`src/hdl/lobm_pkg.sv`:
```
// Shared types and codes for the limit order book matcher.
package lobm_pkg;

   localparam logic [2:0] ST_NEW     = 3'd0;
   localparam logic [2:0] ST_REJECT  = 3'd1;
   localparam logic [2:0] ST_FILL    = 3'd2;
   localparam logic [2:0] ST_PARTIAL = 3'd3;
   localparam logic [2:0] ST_FULL    = 3'd4;

   typedef struct packed {
      logic [15:0] tag;
      logic [31:0] num;
      logic [31:0] price;
      logic [15:0] qty;
   } entry_type;

   typedef struct packed {
      logic [15:0] client_tag;
      logic [2:0]  instrument;
      logic        side;
      logic [31:0] limit_price;
      logic [15:0] order_qty;
      logic        rejected;
      logic [3:0]  reject_code;
   } order_type;

   typedef struct packed {
      logic [15:0] client;
      logic [31:0] order_number;
      logic [2:0]  instrument;
      logic        side;
      logic [31:0] price;
      logic [15:0] qty;
      logic [2:0]  status;
      logic [3:0]  reason;
   } report_type;

   typedef struct packed {
      logic push;
      logic flush;
   } rq_ctl_type;

   typedef struct packed {
      logic push_ok;
      logic flush_ok;
   } rq_sts_type;

endpackage

```
`src/hdl/lobm_ifs.sv`:
```


interface lobm_rsp_if;
   logic        valid;
   logic        ready;
   logic [15:0] report_client;
   logic [31:0] report_order_number;
   logic [2:0]  report_instrument;
   logic        report_side;
   logic [31:0] report_price;
   logic [15:0] report_qty;
   logic [2:0]  report_status;
   logic [3:0]  report_reason;
   logic        last_report;
   modport source (output valid, report_client, report_order_number, report_instrument,
                   report_side, report_price, report_qty, report_status, report_reason,
                   last_report, input ready);
   modport sink (input valid, report_client, report_order_number, report_instrument,
                 report_side, report_price, report_qty, report_status, report_reason,
                 last_report, output ready);
endinterface

```
`src/hdl/lobm_report_q.sv`:
```
// Report staging: holds one report back until it is known whether it is last.
module lobm_report_q (
   input  logic                 clock,
   input  logic                 reset,
   input  lobm_pkg::rq_ctl_type ctl,
   input  lobm_pkg::report_type push_data,
   output lobm_pkg::rq_sts_type sts,
   lobm_rsp_if.source           rsp_chan
);

   logic                 out_v_ff, out_v_in;
   lobm_pkg::report_type out_ff, out_in;
   logic                 out_last_ff, out_last_in;
   logic                 pend_v_ff, pend_v_in;
   lobm_pkg::report_type pend_ff, pend_in;
   logic                 can_out;

   assign can_out = !out_v_ff || rsp_chan.ready;
   assign sts.push_ok  = !pend_v_ff || can_out;
   assign sts.flush_ok = !pend_v_ff || can_out;

   always_comb begin
      out_v_in    = out_v_ff && !rsp_chan.ready;
      out_in      = out_ff;
      out_last_in = out_last_ff;
      pend_v_in   = pend_v_ff;
      pend_in     = pend_ff;
      if (ctl.push && sts.push_ok) begin
         if (pend_v_ff) begin
            out_v_in    = 1'b1;
            out_in      = pend_ff;
            out_last_in = 1'b0;
         end
         pend_in   = push_data;
         pend_v_in = 1'b1;
      end else if (ctl.flush && pend_v_ff && can_out) begin
         out_v_in    = 1'b1;
         out_in      = pend_ff;
         out_last_in = 1'b1;
         pend_v_in   = 1'b0;
      end
   end

   always_ff @(posedge clock) begin
      if (reset) begin
         out_v_ff  <= 1'b0;
         pend_v_ff <= 1'b0;
      end else begin
         out_v_ff  <= out_v_in;
         pend_v_ff <= pend_v_in;
      end
      out_ff      <= out_in;
      out_last_ff <= out_last_in;
      pend_ff     <= pend_in;
   end

   assign rsp_chan.valid               = out_v_ff;
   assign rsp_chan.report_client       = out_ff.client;
   assign rsp_chan.report_order_number = out_ff.order_number;
   assign rsp_chan.report_instrument   = out_ff.instrument;
   assign rsp_chan.report_side         = out_ff.side;
   assign rsp_chan.report_price        = out_ff.price;
   assign rsp_chan.report_qty          = out_ff.qty;
   assign rsp_chan.report_status       = out_ff.status;
   assign rsp_chan.report_reason       = out_ff.reason;
   assign rsp_chan.last_report         = out_last_ff;

endmodule

```
`src/flat_wrapper.sv`:
```
// flat-port wrapper written by rule: the top's interface ports become plain ports
module lobm_report_q_flat 
  (clock, reset, ctl, push_data, sts, rsp_chan_valid, rsp_chan_report_client, rsp_chan_report_order_number, rsp_chan_report_instrument, rsp_chan_report_side, rsp_chan_report_price, rsp_chan_report_qty, rsp_chan_report_status, rsp_chan_report_reason, rsp_chan_last_report, rsp_chan_ready);
  lobm_rsp_if rsp_chan_i ();
  input  logic clock;
  input  logic reset;
  input  lobm_pkg::rq_ctl_type ctl;
  input  lobm_pkg::report_type push_data;
  output lobm_pkg::rq_sts_type sts;
  output wire logic [$bits(rsp_chan_i.valid)-1:0] rsp_chan_valid;
  output wire logic [$bits(rsp_chan_i.report_client)-1:0] rsp_chan_report_client;
  output wire logic [$bits(rsp_chan_i.report_order_number)-1:0] rsp_chan_report_order_number;
  output wire logic [$bits(rsp_chan_i.report_instrument)-1:0] rsp_chan_report_instrument;
  output wire logic [$bits(rsp_chan_i.report_side)-1:0] rsp_chan_report_side;
  output wire logic [$bits(rsp_chan_i.report_price)-1:0] rsp_chan_report_price;
  output wire logic [$bits(rsp_chan_i.report_qty)-1:0] rsp_chan_report_qty;
  output wire logic [$bits(rsp_chan_i.report_status)-1:0] rsp_chan_report_status;
  output wire logic [$bits(rsp_chan_i.report_reason)-1:0] rsp_chan_report_reason;
  output wire logic [$bits(rsp_chan_i.last_report)-1:0] rsp_chan_last_report;
  input wire logic [$bits(rsp_chan_i.ready)-1:0] rsp_chan_ready;
  assign rsp_chan_valid = rsp_chan_i.valid;
  assign rsp_chan_report_client = rsp_chan_i.report_client;
  assign rsp_chan_report_order_number = rsp_chan_i.report_order_number;
  assign rsp_chan_report_instrument = rsp_chan_i.report_instrument;
  assign rsp_chan_report_side = rsp_chan_i.report_side;
  assign rsp_chan_report_price = rsp_chan_i.report_price;
  assign rsp_chan_report_qty = rsp_chan_i.report_qty;
  assign rsp_chan_report_status = rsp_chan_i.report_status;
  assign rsp_chan_report_reason = rsp_chan_i.report_reason;
  assign rsp_chan_last_report = rsp_chan_i.last_report;
  assign rsp_chan_i.ready = rsp_chan_ready;
  lobm_report_q u_core (.clock(clock), .reset(reset), .ctl(ctl), .push_data(push_data), .sts(sts), .rsp_chan(rsp_chan_i));
endmodule
```
`config.mk`:
```
export PLATFORM = sky130hd
export DESIGN_NAME = lobm_report_q_flat
export DESIGN_NICKNAME = d
export VERILOG_FILES = /design/src/hdl/lobm_pkg.sv /design/src/hdl/lobm_ifs.sv /design/src/hdl/lobm_report_q.sv /design/src/flat_wrapper.sv
export SDC_FILE = /design/constraint.sdc
export NUM_CORES = 1
export LEC_CHECK = 0
export BUFFER_PORTS_ARGS = -buffer_cell sky130_fd_sc_hd__buf_2
export CAP_MARGIN = 20
export CORE_MARGIN = 5
export CORE_UTILIZATION = 44
export DETAILED_ROUTE_END_ITERATION = 10
export PLACE_DENSITY = 0.7
export SLEW_MARGIN = 20
export SYNTH_ARGS = -nofsm -noshare
export SYNTH_HDL_FRONTEND = slang
export SYNTH_SLANG_ARGS = --single-unit
```
`constraint.sdc`:
```
create_clock -name clock -period 16.16 [get_ports clock]
set_input_delay 0.808 -clock clock [delete_from_list [all_inputs] [get_ports clock]]
set_output_delay 0.808 -clock clock [all_outputs]
set_load 0.03 [all_outputs]
```
After elaboration in Yosys (flattened, before gate mapping)
Cells that the tools add are included.
{ "totals": {"reg_bits": 217, "inputBits": 112, "output_inout_bits": 111, "elab_cells": 42} }
{ "op_classes": {"eq_ne": 1, "n_mux": 11, "n_reduce_logical": 11} }
{ "op_table": {"columns": ["op", "n"], "rows": [
  ["2-to-1 mux 107 bit", 3],
  ["2-to-1 mux 1 bit", 8],
  ["logical AND 1 bit", 4],
  ["zero test 1 bit", 3],
  ["logical OR 1 bit", 2],
  ["inequality test 2 x 1 -> 1 bit (second input constant)", 1],
  ["AND reduction 2 bit", 1],
  ["nonzero test 2 bit", 1]
]} }

Logic depth before layout (Yosys ltp)
{ "logic_depth": {"depth_word": 6, "ltp_mapped": 2, "ltp_nobuf": 2} }

Worst setup path after synthesis
No wires, ideal clock.
{ "synth_path": {"path_type": "input port to flip-flop", "startpoint": "in rsp_chan_ready", "endpoint": "reg u_core.out_last_ff, in the netlist u_core.rsp_chan.last_report, enable pin", "setup_ns": 0.589, "t_arrival_ns": 5.715, "required_ns": 15.571, "path_slack_ns": 9.856, "cell_stages": 2, "path_buffers": 0, "cell_sequence": "nand2b_4 > nor2b_1"} }
{ "synth_between": {"elab_chain_len": 5, "word_cells_on_any_way": 7, "classes_between": "1 x eq/ne; 6 x reduce/logical"} }
{ "synth_rtl": {"columns": ["element", "line", "text"], "rows": [
  ["start: declaration", "flat_wrapper.sv:20", "input wire logic [$bits(rsp_chan_i.ready)-1:0] rsp_chan_ready;"],
  ["logical OR 1 bit (*)", "lobm_report_q.sv:18", "assign can_out = !out_v_ff || rsp_chan.ready;"],
  ["logical OR 1 bit", "lobm_report_q.sv:19", "assign sts.push_ok = !pend_v_ff || can_out;"],
  ["logical AND 1 bit", "lobm_report_q.sv:28", "if (ctl.push && sts.push_ok) begin"],
  ["inequality test 2 x 1 -> 1 bit (no source line) / nonzero test 2 bit (equally long branches)", null, null],
  ["AND reduction 2 bit (no source line) (*)", null, null],
  ["end signal: assignment", "lobm_report_q.sv:53", "out_last_ff <= out_last_in;"],
  ["end: declaration", "lobm_report_q.sv:13", "logic out_last_ff, out_last_in;"]
]} }
Every way passes the cells marked *; elsewhere a longest branch is shown, timed or not.
A chain may end at the register's enable or synchronous reset.

Final worst setup path
{ "layout_path": {"startpoint": "in ctl[1] (netlist name)", "endpoint": "reg u_core.out_ff (netlist bit u_core.rsp_chan.report_reason[0]), enable pin"} }
{ "layout_between": {"elab_chain_len": 3, "word_cells_on_any_way": 4, "classes_between": "1 x eq/ne; 3 x reduce/logical"} }
{ "layout_rtl": {"columns": ["element", "line", "text"], "rows": [
  ["start: declaration", "flat_wrapper.sv:7", "input lobm_pkg::rq_ctl_type ctl;"],
  ["logical AND 1 bit (*)", "lobm_report_q.sv:28", null],
  ["inequality test 2 x 1 -> 1 bit (no source line) / nonzero test 2 bit (equally long branches)", null, null],
  ["AND reduction 2 bit (no source line) (*)", null, null],
  ["end signal: assignment", "lobm_report_q.sv:52", "out_ff <= out_in;"],
  ["end: declaration", "lobm_report_q.sv:12", "lobm_pkg::report_type out_ff, out_in;"]
]} }
Marks and branches as above.

==> impl_metrics.json <==
{
  "status": "finished clean",
  "cp-endpoint": "u_core.rsp_chan.report_reason[0]$_DFFE_PP_",
  "endpoint_kind": "flip-flop",
  "syn_nets": 340,
  "crit_arrival_ns": 2.53,
  "drt_wl_total_um": 11900,
  "start_util_pct": 45.1,
  "coreArea_sq_um": 14600,
  "startpoint_type": "primary input",
  "ctsHoldBuffers": 0,
  "cts_setup_buffers": 0,
  "routedWlPerCell_um": 17.5,
  "path_clk_slew_ns": 0.06,
  "die_area_sq_um": 17500,
  "cts_buffers": 22,
  "grt_max_degree": 57,
  "max_slew_margin_pct": 52.8,
  "final_nets": 588,
  "avgSynthCellArea_sq_um": 28.8,
  "overflow": 0,
  "drv_cap": 0,
  "ys_ff_latch": 217,
  "dpl.hpwl_um": 8070,
  "ir_drop_mv": 0.0911,
  "total_power_mw": 1.21,
  "antenna_found_initial": 0,
  "finalCritPeriodShare_pct": 14.9,
  "worstPathMaxFanout": 55,
  "gp_congestion": 0.731,
  "worstSkewPairLatency_ns": 0.48,
  "critical_path_class": "in -> reg",
  "drt_iter0_drc": 162,
  "rsz0062_at_grt": "no",
  "pin_count": 223,
  "seq_area_frac_synth_pct": 98.8,
  "tritoncts": "yes",
  "netlist_area_sq_um": 6580,
  "r2r_end": "u_core.rsp_chan.report_reason[0]$_DFFE_PP_",
  "slew_viol_final": 0,
  "rows": 44,
  "pwr_density_cell_nw_per_um2": 140,
  "drcViolationCount": 0,
  "fin_tns_setup_ns": 0,
  "worstHoldPathType": "reg -> reg",
  "first_global_vias": 3254,
  "die_w_um": 132,
  "post_cts_resized": 0,
  "final_hold_viol_count": 0,
  "critPathRequiredTime_ns": 16.28,
  "first_pass_iters": 4,
  "vias": 3037,
  "tightest_slew_ns": 0.707,
  "area_delta_synth_final_pct": 31.4,
  "die_h_um": 132,
  "setup_viol": 0,
  "cts_max_path_buffers": 3,
  "diodes": 0,
  "htree_levels": 1,
  "yosys_warnings": 0,
  "synth_cells": 228,
  "ant_nets": 0,
  "skew_ns": 0.00484,
  "max_freq_mhz": 415,
  "cp-startpoint": "ctl[1]",
  "grtUsageTotal_pct": 12.9,
  "grt_pass1_wl_um": 17900,
  "portBuffers": 222,
  "drive_gt1_share_pct": 52.2,
  "reg2reg_slack_ns": 13.82,
  "viasPerCell": 4.49,
  "p_leak_nw": 3.32,
  "ys_types": 13,
  "cts_sinks": 217,
  "root_buffer": "clkbuf_16",
  "reg2regPathDepth": 4,
  "r2r-start": "u_core.pend_v_ff$_SDFFE_PP0P_",
  "fin_util_pct": 59.2,
  "period_needed_ns": 2.41
}
-- layout by cell type, fill, tap and decap left out, types with 2 or more instances in the layout --
cell type	instances
clkbuf_1	4
edfxtp_1	215
clkinv_2	2
bufinv_16	2
clkinv_1	8
buf_2	222
dfxtp_1	2
clkbuf_16	23
buf_4	3
-- layer usage --
| layer | vias to the layer above | GRT usage [%] | wire length [um] |
|---|---|---|---|
| li1 | 1419 | - | - |
| met3 | 22 | 5.73 | 1340 |
| met4 | 0 | 4.13 | 240 |
| met2 | 159 | 20.4 | 5730 |
| met1 | 1437 | 16.2 | 4540 |
| met5 | - | 0 | 0 |
-- synth_stat cells --
| master | number | area share [%] |
|---|---|---|
| nand2_1 | 1 | 0.057 |
| dfxtp_1 | 2 | 0.61 |
| a311oi_2 | 1 | 0.23 |
| nor2_1 | 1 | 0.057 |
| inv_1 | 1 | 0.057 |
| buf_4 | 1 | 0.11 |
| o21ai_0 | 1 | 0.076 |
| nand2b_4 | 1 | 0.21 |
| nor2b_1 | 1 | 0.095 |
| nand3b_1 | 1 | 0.11 |
| and2_2 | 1 | 0.11 |
| edfxtp_1 | 215 | 98 |
| a21oi_1 | 1 | 0.076 |
-- through the flow --
stage                     instance area, sq um  setup slack [ns]  hold slack, ns  cells
final                                     8640             13.75           0.413    676
after global routing                      8640             13.59           0.422    676
after CTS                                 8640             13.74           0.417    676
after detailed placement                  7940             13.22           0.405    636
after global placement                    7940             13.30           0.400    636
after floorplan                           6580              9.86           0.400    228
-- state kept, by name (all words and copies together), names as in the netlist --
signal,flops
u_core.rsp_chan.last_report,1
u_core.rsp_chan.report_status,3
u_core.rsp_chan.report_qty,16
u_core.rsp_chan.report_client,16
u_core.rsp_chan.valid,1
u_core.pend_ff,107
u_core.rsp_chan.report_instrument,3
u_core.pend_v_ff,1
u_core.rsp_chan.report_reason,4
u_core.rsp_chan.report_order_number,32
u_core.rsp_chan.report_side,1
u_core.rsp_chan.report_price,32
-- report_power, final --
group / switching, mW / internal (mW) / total, mW
clock network: 0.191 / 0.290 / 0.481
logic: 0.0464 / 0.0185 / 0.0649
registers: 0.00707 / 0.654 / 0.661
total: 0.244 / 0.963 / 1.21
-- kinds of logic after synthesis --
logic type             share of synthesized area [%]
buffers and inverters                          0.171
AND/OR/NAND/NOR                                0.647
flip-flops                                      98.8
AO/OA/AOI/OAI                                  0.380
-- area by class of cell --
class                           count  area, sq um
Clock buffer                       27          591
Clock inverter                     13          108
Fill cell                        1077         5950
Inverter                            1         3.75
Multi-Input combinational cell      9         76.3
Sequential cell                   217         6500
Tap cell                          184          230
Timing Repair Buffer              225         1130
-- worst min-delay path by stage --
stage                                              from  depth (start not counted)                                           to
after floorplan            u_core.pend_ff[91]$_DFFE_PP_                          0   u_core.rsp_chan.report_client[0]$_DFFE_PP_
after global placement     u_core.pend_ff[14]$_DFFE_PP_                          0      u_core.rsp_chan.report_qty[7]$_DFFE_PP_
after detailed placement  u_core.pend_ff[102]$_DFFE_PP_                          0  u_core.rsp_chan.report_client[11]$_DFFE_PP_
after CTS                 u_core.pend_ff[102]$_DFFE_PP_                          0  u_core.rsp_chan.report_client[11]$_DFFE_PP_
after global routing        u_core.pend_ff[8]$_DFFE_PP_                          0      u_core.rsp_chan.report_qty[1]$_DFFE_PP_
final                      u_core.pend_ff[45]$_DFFE_PP_                          0   u_core.rsp_chan.report_price[22]$_DFFE_PP_
-- critical path, cell delays in order --
cell and delay, ns:
buf_2 0.12, o21ai_0 0.16, nor2b_4 0.14, buf_4 0.54, buf_4 0.68
Power figures use the tool's default switching activity.
